<file path="src/design/tals_pkg.sv">
`default_nettype none
// ----------------------------------------------------------------------------
// tals_pkg
// Shared widths, codes and types of the turn, alarm and fall LED sequencer.
// ----------------------------------------------------------------------------
package tals_pkg;

  localparam int STATUS_W = 2;
  localparam int CMD_W    = 3;
  localparam int PAT_W    = 2;
  localparam int PHASE_W  = 8;
  localparam int ADDR_W   = 5;
  localparam int DATA_W   = 32;

  localparam logic [STATUS_W-1:0] ST_FALL  = 2'd1;
  localparam logic [STATUS_W-1:0] ST_LEFT  = 2'd2;
  localparam logic [STATUS_W-1:0] ST_RIGHT = 2'd3;

  localparam logic [CMD_W-1:0] CMD_NONE      = 3'd0;
  localparam logic [CMD_W-1:0] CMD_LEFT_ON   = 3'd1;
  localparam logic [CMD_W-1:0] CMD_RIGHT_ON  = 3'd3;
  localparam logic [CMD_W-1:0] CMD_RIGHT_OFF = 3'd4;

  localparam logic [PAT_W-1:0] PAT_DARK  = 2'd0;
  localparam logic [PAT_W-1:0] PAT_RED   = 2'd1;
  localparam logic [PAT_W-1:0] PAT_LEFT  = 2'd2;
  localparam logic [PAT_W-1:0] PAT_RIGHT = 2'd3;

  localparam logic [1:0] MODE_IDLE = 2'd0;
  localparam logic [1:0] MODE_TURN = 2'd1;
  localparam logic [1:0] MODE_PROX = 2'd2;
  localparam logic [1:0] MODE_FALL = 2'd3;

  localparam logic [1:0] PH_TOP = 2'd0;
  localparam logic [1:0] PH_ON  = 2'd1;
  localparam logic [1:0] PH_OFF = 2'd2;

  localparam logic [1:0] SIDE_NONE  = 2'd0;
  localparam logic [1:0] SIDE_LEFT  = 2'd1;
  localparam logic [1:0] SIDE_RIGHT = 2'd2;

  localparam logic [2:0] REG_BLINK_COUNT     = 3'd0;
  localparam logic [2:0] REG_BLINK_ON_TICKS  = 3'd1;
  localparam logic [2:0] REG_BLINK_OFF_TICKS = 3'd2;
  localparam logic [2:0] REG_FRAME_TICKS     = 3'd3;
  localparam logic [2:0] REG_TURN_TICKS      = 3'd4;

  localparam logic [3:0] BLINK_COUNT_RST     = 4'd5;
  localparam logic [7:0] BLINK_ON_TICKS_RST  = 8'd10;
  localparam logic [7:0] BLINK_OFF_TICKS_RST = 8'd10;
  localparam logic [7:0] FRAME_TICKS_RST     = 8'd12;
  localparam logic [9:0] TURN_TICKS_RST      = 10'd200;

  typedef struct packed {
    logic [3:0] blink_count;
    logic [7:0] blink_on_ticks;
    logic [7:0] blink_off_ticks;
    logic [7:0] frame_ticks;
    logic [9:0] turn_ticks;
  } cfg_t;

  typedef struct packed {
    logic [STATUS_W-1:0] ride_status;
    logic                obstacle_near;
    logic [CMD_W-1:0]    spoken_command;
  } item_t;

  typedef struct packed {
    logic [PAT_W-1:0]   pattern;
    logic [PHASE_W-1:0] rainbow_phase;
    logic               refresh;
  } result_t;

  typedef struct packed {
    logic [1:0]         mode;
    logic [9:0]         tick_count;
    logic [3:0]         blink_index;
    logic [1:0]         turn_side;
    logic               near_latched;
    logic [1:0]         held_voice_side;
    logic [7:0]         frame_step;
    logic [CMD_W-1:0]   pending_command;
    logic [7:0]         wait_left;
    logic [1:0]         phase;
    logic [PAT_W-1:0]   shown_pat;
    logic [PHASE_W-1:0] shown_phase;
  } state_t;

  localparam state_t STATE_RST = '0;

  // remaining hold ticks after a write; zero counts as one
  function automatic logic [7:0] hold_ticks(input logic [7:0] t);
    return (t == 8'd0) ? 8'd0 : t - 8'd1;
  endfunction

endpackage
`default_nettype wire

</file>
<file path="src/design/tals_in_if.sv">
`default_nettype none
// ----------------------------------------------------------------------------
// tals_in_if
// Request channel: one tick of ride status, proximity alarm and command.
// ----------------------------------------------------------------------------
interface tals_in_if;
  logic                          valid;
  logic                          ready;
  logic [tals_pkg::STATUS_W-1:0] ride_status;
  logic                          obstacle_near;
  logic [tals_pkg::CMD_W-1:0]    spoken_command;

  modport source (output valid, ride_status, obstacle_near, spoken_command, input ready);
  modport sink   (input valid, ride_status, obstacle_near, spoken_command, output ready);
endinterface
`default_nettype wire

</file>
<file path="src/design/tals_out_if.sv">
`default_nettype none
// ----------------------------------------------------------------------------
// tals_out_if
// Result channel: LED pattern, rainbow frame step and refresh flag.
// ----------------------------------------------------------------------------
interface tals_out_if;
  logic                         valid;
  logic                         ready;
  logic [tals_pkg::PAT_W-1:0]   pattern;
  logic [tals_pkg::PHASE_W-1:0] rainbow_phase;
  logic                         refresh;

  modport source (output valid, pattern, rainbow_phase, refresh, input ready);
  modport sink   (input valid, pattern, rainbow_phase, refresh, output ready);
endinterface
`default_nettype wire

</file>
<file path="src/design/tals_cfg_regs.sv">
`default_nettype none
// ----------------------------------------------------------------------------
// tals_cfg_regs
// APB register bank for blink, frame and turn timing.
// ----------------------------------------------------------------------------
module tals_cfg_regs (
  input  wire logic                        clk,
  input  wire logic                        rst_n,
  input  wire logic                        psel,
  input  wire logic                        penable,
  input  wire logic                        pwrite,
  input  wire logic [tals_pkg::ADDR_W-1:0] paddr,
  input  wire logic [tals_pkg::DATA_W-1:0] pwdata,
  output logic      [tals_pkg::DATA_W-1:0] prdata,
  output logic                             pready,
  output tals_pkg::cfg_t                   cfg
);
  import tals_pkg::*;

  cfg_t       cfg_r;
  logic [2:0] reg_idx;
  logic       wr_en;

  assign reg_idx = paddr[ADDR_W-1:2];
  assign wr_en   = psel && penable && pwrite;
  assign pready  = 1'b1;
  assign cfg     = cfg_r;

  always_ff @(posedge clk) begin
    if (!rst_n) begin
      cfg_r.blink_count     <= BLINK_COUNT_RST;
      cfg_r.blink_on_ticks  <= BLINK_ON_TICKS_RST;
      cfg_r.blink_off_ticks <= BLINK_OFF_TICKS_RST;
      cfg_r.frame_ticks     <= FRAME_TICKS_RST;
      cfg_r.turn_ticks      <= TURN_TICKS_RST;
    end else if (wr_en) begin
      case (reg_idx)
        REG_BLINK_COUNT:     cfg_r.blink_count     <= pwdata[3:0];
        REG_BLINK_ON_TICKS:  cfg_r.blink_on_ticks  <= pwdata[7:0];
        REG_BLINK_OFF_TICKS: cfg_r.blink_off_ticks <= pwdata[7:0];
        REG_FRAME_TICKS:     cfg_r.frame_ticks     <= pwdata[7:0];
        REG_TURN_TICKS:      cfg_r.turn_ticks      <= pwdata[9:0];
        default: ;
      endcase
    end
  end

  always_comb begin
    case (reg_idx)
      REG_BLINK_COUNT:     prdata = {28'd0, cfg_r.blink_count};
      REG_BLINK_ON_TICKS:  prdata = {24'd0, cfg_r.blink_on_ticks};
      REG_BLINK_OFF_TICKS: prdata = {24'd0, cfg_r.blink_off_ticks};
      REG_FRAME_TICKS:     prdata = {24'd0, cfg_r.frame_ticks};
      REG_TURN_TICKS:      prdata = {22'd0, cfg_r.turn_ticks};
      default:             prdata = '0;
    endcase
  end

endmodule
`default_nettype wire

</file>
<file path="src/design/tals_step.sv">
`default_nettype none
// ----------------------------------------------------------------------------
// tals_step
// One tick of the sequencer: next state and the strip write for that tick.
// ----------------------------------------------------------------------------
module tals_step (
  input  wire tals_pkg::cfg_t   cfg,
  input  wire tals_pkg::state_t cur_st,
  input  wire tals_pkg::item_t  item,
  output tals_pkg::state_t      st_nxt,
  output tals_pkg::result_t     res
);
  import tals_pkg::*;

  logic [3:0]       count_m;
  logic [7:0]       frame_m;
  logic [9:0]       turn_m;
  logic [CMD_W-1:0] pend;
  logic [10:0]      elapsed;
  logic [3:0]       bi_inc;
  logic             near;
  logic             go_top;
  logic             wrote;
  state_t           nx;

  assign count_m = (cfg.blink_count == 4'd0) ? 4'd1 : cfg.blink_count;
  assign frame_m = (cfg.frame_ticks == 8'd0) ? 8'd1 : cfg.frame_ticks;
  assign turn_m  = (cfg.turn_ticks == 10'd0) ? 10'd1 : cfg.turn_ticks;
  assign near    = item.obstacle_near;
  assign elapsed = {1'b0, cur_st.tick_count} + {3'd0, frame_m};
  assign bi_inc  = (cur_st.blink_index != 4'hF) ? cur_st.blink_index + 4'd1
                                                 : cur_st.blink_index;

  always_comb begin
    pend = cur_st.pending_command;
    if (item.spoken_command inside {[CMD_LEFT_ON:CMD_RIGHT_OFF]}) begin
      pend = item.spoken_command;
    end
    nx = cur_st;
    nx.pending_command = pend;
    wrote  = 1'b0;
    go_top = 1'b0;

    if (cur_st.wait_left != 8'd0) begin
      nx.wait_left = cur_st.wait_left - 8'd1;
    end else if (cur_st.mode == MODE_TURN) begin
      if (elapsed < {1'b0, turn_m} && pend == CMD_NONE) begin
        nx.tick_count  = elapsed[9:0];
        nx.shown_pat   = (cur_st.turn_side == SIDE_LEFT) ? PAT_LEFT : PAT_RIGHT;
        nx.shown_phase = nx.frame_step;
        nx.frame_step  = nx.frame_step + 8'd1;
        nx.wait_left   = hold_ticks(cfg.frame_ticks);
        wrote          = 1'b1;
      end else begin
        nx.mode       = MODE_IDLE;
        nx.tick_count = 10'd0;
        go_top        = 1'b1;
      end
    end else if ((cur_st.mode == MODE_PROX || cur_st.mode == MODE_FALL) &&
                 cur_st.phase != PH_TOP) begin
      if (cur_st.phase == PH_ON) begin
        nx.phase       = PH_OFF;
        nx.shown_pat   = PAT_DARK;
        nx.shown_phase = '0;
        nx.wait_left   = hold_ticks(cfg.blink_off_ticks);
        wrote          = 1'b1;
      end else begin
        nx.blink_index = bi_inc;
        if (bi_inc < count_m && (cur_st.mode == MODE_FALL || near)) begin
          nx.phase       = PH_ON;
          nx.shown_pat   = PAT_RED;
          nx.shown_phase = '0;
          nx.wait_left   = hold_ticks(cfg.blink_on_ticks);
          wrote          = 1'b1;
        end else begin
          go_top = 1'b1;
        end
      end
    end else begin
      go_top = 1'b1;
    end

    if (go_top) begin
      if (item.ride_status == ST_FALL) begin
        nx.mode        = MODE_FALL;
        nx.blink_index = 4'd0;
        nx.phase       = PH_ON;
        nx.shown_pat   = PAT_RED;
        nx.shown_phase = '0;
        nx.wait_left   = hold_ticks(cfg.blink_on_ticks);
        wrote          = 1'b1;
      end else begin
        if (pend != CMD_NONE) begin
          nx.pending_command = CMD_NONE;
          if (pend == CMD_LEFT_ON || pend == CMD_RIGHT_ON) begin
            nx.held_voice_side = (pend == CMD_LEFT_ON) ? SIDE_LEFT : SIDE_RIGHT;
            nx.frame_step      = nx.frame_step + 8'd1;
          end else begin
            nx.held_voice_side = SIDE_NONE;
          end
          nx.mode        = MODE_IDLE;
          nx.blink_index = 4'd0;
        end
        if (nx.mode == MODE_FALL) begin
          nx.phase     = PH_TOP;
          nx.wait_left = 8'd0;
        end else if (nx.mode == MODE_PROX && near) begin
          nx.blink_index = 4'd0;
          nx.phase       = PH_ON;
          nx.shown_pat   = PAT_RED;
          nx.shown_phase = '0;
          nx.wait_left   = hold_ticks(cfg.blink_on_ticks);
          wrote          = 1'b1;
        end else begin
          if (nx.mode == MODE_PROX) begin
            nx.near_latched = 1'b0;
          end
          nx.mode = MODE_IDLE;
          if (near && !nx.near_latched) begin
            nx.near_latched = 1'b1;
            nx.mode         = MODE_PROX;
            nx.blink_index  = 4'd0;
          end
          if (!near) begin
            nx.near_latched = 1'b0;
          end
          if (item.ride_status == ST_LEFT || item.ride_status == ST_RIGHT) begin
            nx.held_voice_side = SIDE_NONE;
            nx.mode            = MODE_TURN;
            nx.turn_side       = (item.ride_status == ST_LEFT) ? SIDE_LEFT : SIDE_RIGHT;
            nx.tick_count      = 10'd0;
            nx.blink_index     = 4'd0;
            nx.shown_pat       = (nx.turn_side == SIDE_LEFT) ? PAT_LEFT : PAT_RIGHT;
            nx.shown_phase     = nx.frame_step;
            nx.frame_step      = nx.frame_step + 8'd1;
          end else begin
            nx.phase = PH_TOP;
            if (nx.held_voice_side == SIDE_LEFT || nx.held_voice_side == SIDE_RIGHT) begin
              nx.shown_pat   = (nx.held_voice_side == SIDE_LEFT) ? PAT_LEFT : PAT_RIGHT;
              nx.shown_phase = nx.frame_step;
              nx.frame_step  = nx.frame_step + 8'd1;
            end else begin
              nx.shown_pat   = PAT_DARK;
              nx.shown_phase = '0;
            end
          end
          nx.wait_left = hold_ticks(cfg.frame_ticks);
          wrote        = 1'b1;
        end
      end
    end
  end

  assign st_nxt            = nx;
  assign res.pattern       = nx.shown_pat;
  assign res.rainbow_phase = nx.shown_phase;
  assign res.refresh       = wrote;

endmodule
`default_nettype wire

</file>
<file path="src/design/turn_alarm_led_sequencer.sv">
`default_nettype none
// ----------------------------------------------------------------------------
// turn_alarm_led_sequencer
// LED strip sequencer for fall, proximity, turn and spoken-command events.
// ----------------------------------------------------------------------------
// Each request is one 10 ms tick and yields exactly one result. A request is
// taken every cycle unless a stalled result holds up the input register: it
// lands in the input register, and the whole tick update (state and strip
// write) is one pass of logic into the result register, from which its result
// is offered. Timing registers sit on the APB port at byte addresses 0, 4, 8,
// 12 and 16; write them only while no request is in flight.
// ----------------------------------------------------------------------------
module turn_alarm_led_sequencer (
  input  wire logic                        clk,
  input  wire logic                        rst_n,
  tals_in_if.sink                          in_ch,
  tals_out_if.source                       out_ch,
  input  wire logic                        psel,
  input  wire logic                        penable,
  input  wire logic                        pwrite,
  input  wire logic [tals_pkg::ADDR_W-1:0] paddr,
  input  wire logic [tals_pkg::DATA_W-1:0] pwdata,
  output logic      [tals_pkg::DATA_W-1:0] prdata,
  output logic                             pready
);
  import tals_pkg::*;

  cfg_t    cfg;
  item_t   item_r;
  logic    item_valid_r;
  state_t  state_r;
  state_t  state_nxt;
  result_t res_nxt;
  result_t res_r;
  logic    out_valid_r;
  logic    advance;
  logic    in_ready;

  assign advance  = item_valid_r && (!out_valid_r || out_ch.ready);
  assign in_ready = !item_valid_r || advance;

  assign in_ch.ready          = in_ready;
  assign out_ch.valid         = out_valid_r;
  assign out_ch.pattern       = res_r.pattern;
  assign out_ch.rainbow_phase = res_r.rainbow_phase;
  assign out_ch.refresh       = res_r.refresh;

  tals_cfg_regs u_cfg (
    .clk     (clk),
    .rst_n   (rst_n),
    .psel    (psel),
    .penable (penable),
    .pwrite  (pwrite),
    .paddr   (paddr),
    .pwdata  (pwdata),
    .prdata  (prdata),
    .pready  (pready),
    .cfg     (cfg)
  );

  tals_step u_step (
    .cfg    (cfg),
    .cur_st (state_r),
    .item   (item_r),
    .st_nxt (state_nxt),
    .res    (res_nxt)
  );

  always_ff @(posedge clk) begin
    if (!rst_n) begin
      item_valid_r <= 1'b0;
      out_valid_r  <= 1'b0;
      state_r      <= STATE_RST;
    end else begin
      if (in_ready) begin
        item_valid_r <= in_ch.valid;
      end
      if (advance) begin
        state_r     <= state_nxt;
        out_valid_r <= 1'b1;
      end else if (out_ch.ready) begin
        out_valid_r <= 1'b0;
      end
    end
  end

  always_ff @(posedge clk) begin
    if (in_ready && in_ch.valid) begin
      item_r.ride_status    <= in_ch.ride_status;
      item_r.obstacle_near  <= in_ch.obstacle_near;
      item_r.spoken_command <= in_ch.spoken_command;
    end
    if (advance) begin
      res_r <= res_nxt;
    end
  end

endmodule
`default_nettype wire

</file>
<file path="src/flat_wrapper.sv">
// flat-port wrapper written by rule: the top's interface ports become plain ports
module turn_alarm_led_sequencer_flat import tals_pkg::*;
  (clk, rst_n, psel, penable, pwrite, paddr, pwdata, prdata, pready, in_ch_valid, in_ch_ride_status, in_ch_obstacle_near, in_ch_spoken_command, in_ch_ready, out_ch_valid, out_ch_pattern, out_ch_rainbow_phase, out_ch_refresh, out_ch_ready);
  tals_in_if in_ch_i ();
  tals_out_if out_ch_i ();
  input  wire logic clk;
  input  wire logic rst_n;
  input  wire logic psel;
  input  wire logic penable;
  input  wire logic pwrite;
  input  wire logic [tals_pkg::ADDR_W-1:0] paddr;
  input  wire logic [tals_pkg::DATA_W-1:0] pwdata;
  output logic      [tals_pkg::DATA_W-1:0] prdata;
  output logic pready;
  input wire logic [$bits(in_ch_i.valid)-1:0] in_ch_valid;
  input wire logic [$bits(in_ch_i.ride_status)-1:0] in_ch_ride_status;
  input wire logic [$bits(in_ch_i.obstacle_near)-1:0] in_ch_obstacle_near;
  input wire logic [$bits(in_ch_i.spoken_command)-1:0] in_ch_spoken_command;
  output wire logic [$bits(in_ch_i.ready)-1:0] in_ch_ready;
  output wire logic [$bits(out_ch_i.valid)-1:0] out_ch_valid;
  output wire logic [$bits(out_ch_i.pattern)-1:0] out_ch_pattern;
  output wire logic [$bits(out_ch_i.rainbow_phase)-1:0] out_ch_rainbow_phase;
  output wire logic [$bits(out_ch_i.refresh)-1:0] out_ch_refresh;
  input wire logic [$bits(out_ch_i.ready)-1:0] out_ch_ready;
  assign in_ch_i.valid = in_ch_valid;
  assign in_ch_i.ride_status = in_ch_ride_status;
  assign in_ch_i.obstacle_near = in_ch_obstacle_near;
  assign in_ch_i.spoken_command = in_ch_spoken_command;
  assign in_ch_ready = in_ch_i.ready;
  assign out_ch_valid = out_ch_i.valid;
  assign out_ch_pattern = out_ch_i.pattern;
  assign out_ch_rainbow_phase = out_ch_i.rainbow_phase;
  assign out_ch_refresh = out_ch_i.refresh;
  assign out_ch_i.ready = out_ch_ready;
  turn_alarm_led_sequencer u_core (.clk(clk), .rst_n(rst_n), .in_ch(in_ch_i), .out_ch(out_ch_i), .psel(psel), .penable(penable), .pwrite(pwrite), .paddr(paddr), .pwdata(pwdata), .prdata(prdata), .pready(pready));
endmodule
</file>
<file path="config.mk">
export PLATFORM = sky130hd
export DESIGN_NAME = turn_alarm_led_sequencer_flat
export DESIGN_NICKNAME = d
export VERILOG_FILES = /design/src/design/tals_pkg.sv /design/src/design/tals_in_if.sv /design/src/design/tals_out_if.sv /design/src/design/tals_cfg_regs.sv /design/src/design/tals_step.sv /design/src/design/turn_alarm_led_sequencer.sv /design/src/flat_wrapper.sv
export SDC_FILE = /design/constraint.sdc
export NUM_CORES = 1
export LEC_CHECK = 0
export ABC_AREA = 1
export BUFFER_PORTS_ARGS = -buffer_cell sky130_fd_sc_hd__buf_2
export CORE_ASPECT_RATIO = 1.4
export CORE_MARGIN = 4
export CORE_UTILIZATION = 59
export DETAILED_ROUTE_END_ITERATION = 8
export PLACE_DENSITY = 0.89
export SYNTH_ARGS = -nofsm -noshare
export SYNTH_HDL_FRONTEND = slang
export SYNTH_SLANG_ARGS = --single-unit
</file>
<file path="constraint.sdc">
create_clock -name clk -period 6 [get_ports clk]
set_input_delay 0.9 -clock clk [delete_from_list [all_inputs] [get_ports clk]]
set_output_delay 0.9 -clock clk [all_outputs]
set_load 0.02 [all_outputs]
</file>
==> impl_metrics.yaml <==
run_status:
  status: "complete, no violations"
synthesis:
  yosys_warnings: 0
  yosysTopAreaCell: "dfxtp_1"
  synth_top_cells_by_area: "dfxtp_1 24%, nand2_1 9.9%, inv_1 7.4%"
  yosys.cell_count.top_type: "nand2_1"
  synthMuxAreaShare_pct: 0.131
  ys_ff_latch: 109
  synthSimpleGateAreaFrac_pct: 25.3
  synthAdderAreaFrac_pct: 5.48
  yosysSeqAreaShare_pct: 30.7
  synth.distinct_cells: 56
  synth_edf_count: 17
  synth_commonest_cells: "202 x nand2_1, 151 x inv_1, 110 x a21oi_1, 108 x nor2_1, 107 x o21ai_0"
  synth_ff_type: "dfxtp_1"
  synth_top_family_by_area: "simple AND/OR/NAND/NOR gates"
  synth_compound_area_share_pct: 23.6
  syn_area_mm2: 0.00767
  synth_cells: 1140
  synth_top_area_share_pct: 24.0
  syn_area_per_cell_um2: 6.73
  synthArstFlopShare_pct: 0
  synth-xor-area-share_pct: 2.17
floorplanning:
  dieHeight_um: 143
  die-area_mm2: 0.0149
  row_count: 49
  io_pins: 96
  start_util_pct: 59.9
  coreArea_mm2: 0.0128
  die_w_um: 104
clock_tree:
  clockRootBuffer: "clkbuf_16"
  cts-buffers-inserted: 9
  cts_tree: "built"
  hold_buffers: 0
  clock-sinks: 109
  clockBufferDepth: 2
  h-tree-depth: 3
  path_clk_slew_ns: 0.08
  insertion_delay_ns: 0.36
min_path:
  hold_path.class: "register to register"
  whs_path_depth: 2
critical_path:
  cpPeakStageDelay_ns: 0.32
  worst_setup_path_end_kind: "register"
  reg2reg_setup_slack_ns: 0.33
  cp.required_ns: 6.28
  worstPathArrival_ns: 5.95
  r2r_cells: 46
  crit_type: "register to register"
  slowest_stage: "ha_1"
  crit_family: "simple AND/OR/NAND/NOR gates"
  cp_max_fo: 5
  critPathLaunchType: "register"
  path_buf_inv: 11
  crit_top_cell: "inv_1"
  crit_cells: 46
cells_and_area:
  utilization_pct: 64.7
  finalInstanceArea_mm2: 0.00829
  syn2layout_area_growth_pct: 8.14
  diodes: 0
  drive_gt1_share_pct: 12.1
  fin_nets: 1258
sta:
  timing.slew.headroom_pct: 37.7
  hold_viol_final: 0
  worstMarginPinSlew_ns: 0.927
  setup_viol_count_final: 0
  fmaxAchievable_mhz: 176
  fin_skew_ns: 0.00976
  fin_crit_sh_pct: 94.5
  post-route-min-period_ns: 5.67
  whs_ns: 0.470
  slew_viol_final: 0
route:
  drt_iter0_drc: 702
  dr.pass1.iters: 6
  wl_um: 21500
  drc_errors: 0
  vias_per_cell: 5.95
  via_count: 7938
  wl_per_cell_um: 16.1
  ant_nets: 0
pwr:
  pwr-share-seq_pct: 40.8
  vdd_drop_max_mv: 0.143
  power_mw: 2.01
  p_leak_nw: 3.69
  p_clk_share_pct: 29.2
  comb_power_share_pct: 30.0
  cellPowerDensity_mw_per_mm2: 242
  swShare_pct: 37.5
  p_sw_uw: 753
  p_int_mw: 1.25
grt:
  grt_pass1_vias: 7415
  grt_pass1_wl_um: 34500
  grt_usage_pct: 28.3
  antenna_found_initial: 0
  grt_max_degree: 56
  grt-ovfl-total: 0
placement:
  placed_cell_area_mm2: 0.00792
  numPortBuffers: 48
  globalplace.congestion: 1.01
  dpl.hpwl_um: 15700
run:
  drv_cap: 0
worst reg2reg max path: cells and delay by family, from the launching register on:
| kind | cells | cell delay (ns) |
|---|---|---|
| adder cells (fa/ha/maj) | 4 | 0.89 |
| flip-flops | 1 | 0.31 |
| buffers and inverters | 11 | 0.82 |
| AO/OA/AOI/OAI | 6 | 0.77 |
| XOR/XNOR | 1 | 0.17 |
| AND/OR/NAND/NOR | 24 | 2.63 |
path summary, 6_finish.rpt:
path | startpoint | endpoint
setup / recovery | u_core.u_cfg.cfg[10]$_SDFFE_PN0P_ | u_core.state_r[29]$_SDFFE_PN0P_
setup reg to reg | u_core.u_cfg.cfg[10]$_SDFFE_PN0P_ | u_core.state_r[29]$_SDFFE_PN0P_
hold reg to reg | u_core.state_r[21]$_SDFFE_PN0P_ | u_core.state_r[21]$_SDFFE_PN0P_
hold / removal | u_core.state_r[21]$_SDFFE_PN0P_ | u_core.state_r[21]$_SDFFE_PN0P_
power by group through the flow:
| stage | registers, mW | clock network [mW] | logic, mW |
|---|---|---|---|
| after floorplan | 0.837 | 0 | 0.427 |
| after global placement | 0.833 | 0 | 0.566 |
| after detailed placement | 0.834 | 0 | 0.576 |
| after CTS | 0.818 | 0.588 | 0.583 |
| after global routing | 0.824 | 0.616 | 0.660 |
| final | 0.819 | 0.586 | 0.601 |
flip-flops by register name, summed over array words and instances, names as in the netlist:
signal	cells
u_core.item_valid_r	1
u_core.out_ch.refresh	1
u_core.state_r	52
u_core.out_ch.valid	1
u_core.u_cfg.cfg	38
u_core.item_r	6
u_core.out_ch.pattern	2
u_core.out_ch.rainbow_phase	8
layout make-up:
class                      count  area [µm²]
tap                          153         191
timing repair buffer          61         338
fill                        1119        4520
clock buffer                   9         225
clock inverter                 7        57.6
inverter                     169         637
multi-input combinational    825        4490
sequential                   109        2350
layer usage:
layer	GRT usage (%)	vias up	wire, µm
li1	-	3854	-
met1	31.0	3622	8170
met2	49.7	365	10600
met3	3.62	97	1320
met4	22.1	0	1410
met5	0	-	0
cells by family (layout without fill, tap and decap cells):
group	Yosys count	in the layout
simple gates	439	439
compound gates	310	310
buf+inv	227	246
flops	109	109
fa+ha+maj	33	33
xor+xnor	19	19
other cells	2	23
mux	1	1
per-stage QoR:
| step | setup TNS, ns | setup slack [ns] | std cells |
|---|---|---|---|
| 3_5_place_dp | 0 | 0.242 | 1313 |
| 2_1_floorplan | 0 | 0.770 | 1161 |
| 5_1_grt | -0.335 | -0.120 | 1333 |
| 6_report | 0 | 0.332 | 1333 |
| 4_1_cts | 0 | 0.155 | 1329 |
| 3_3_place_gp | 0 | 0.331 | 1313 |
placed cells by master (no fill, tap or decap), types with 9 or more instances in the layout:
| cell | instances |
|---|---|
| nor2_1 | 104 |
| o211ai_1 | 17 |
| nand2_2 | 16 |
| nor3_1 | 16 |
| conb_1 | 23 |
| buf_4 | 13 |
| inv_1 | 149 |
| edfxtp_1 | 17 |
| dfxtp_1 | 92 |
| a21oi_1 | 109 |
| o22ai_1 | 13 |
| ha_1 | 31 |
| nor2_2 | 12 |
| nand2_1 | 199 |
| clkbuf_16 | 9 |
| o21ai_1 | 10 |
| inv_2 | 12 |
| xor2_1 | 15 |
| nand4_1 | 19 |
| o21ai_0 | 106 |
| buf_2 | 48 |
| nand3_1 | 55 |
what timing repair did:
item	in CTS	in global routing
buffers inserted	0	4
endpoints found under the setup margin	0	38
resized for setup	0	17
(Power assumes the default switching activity.)
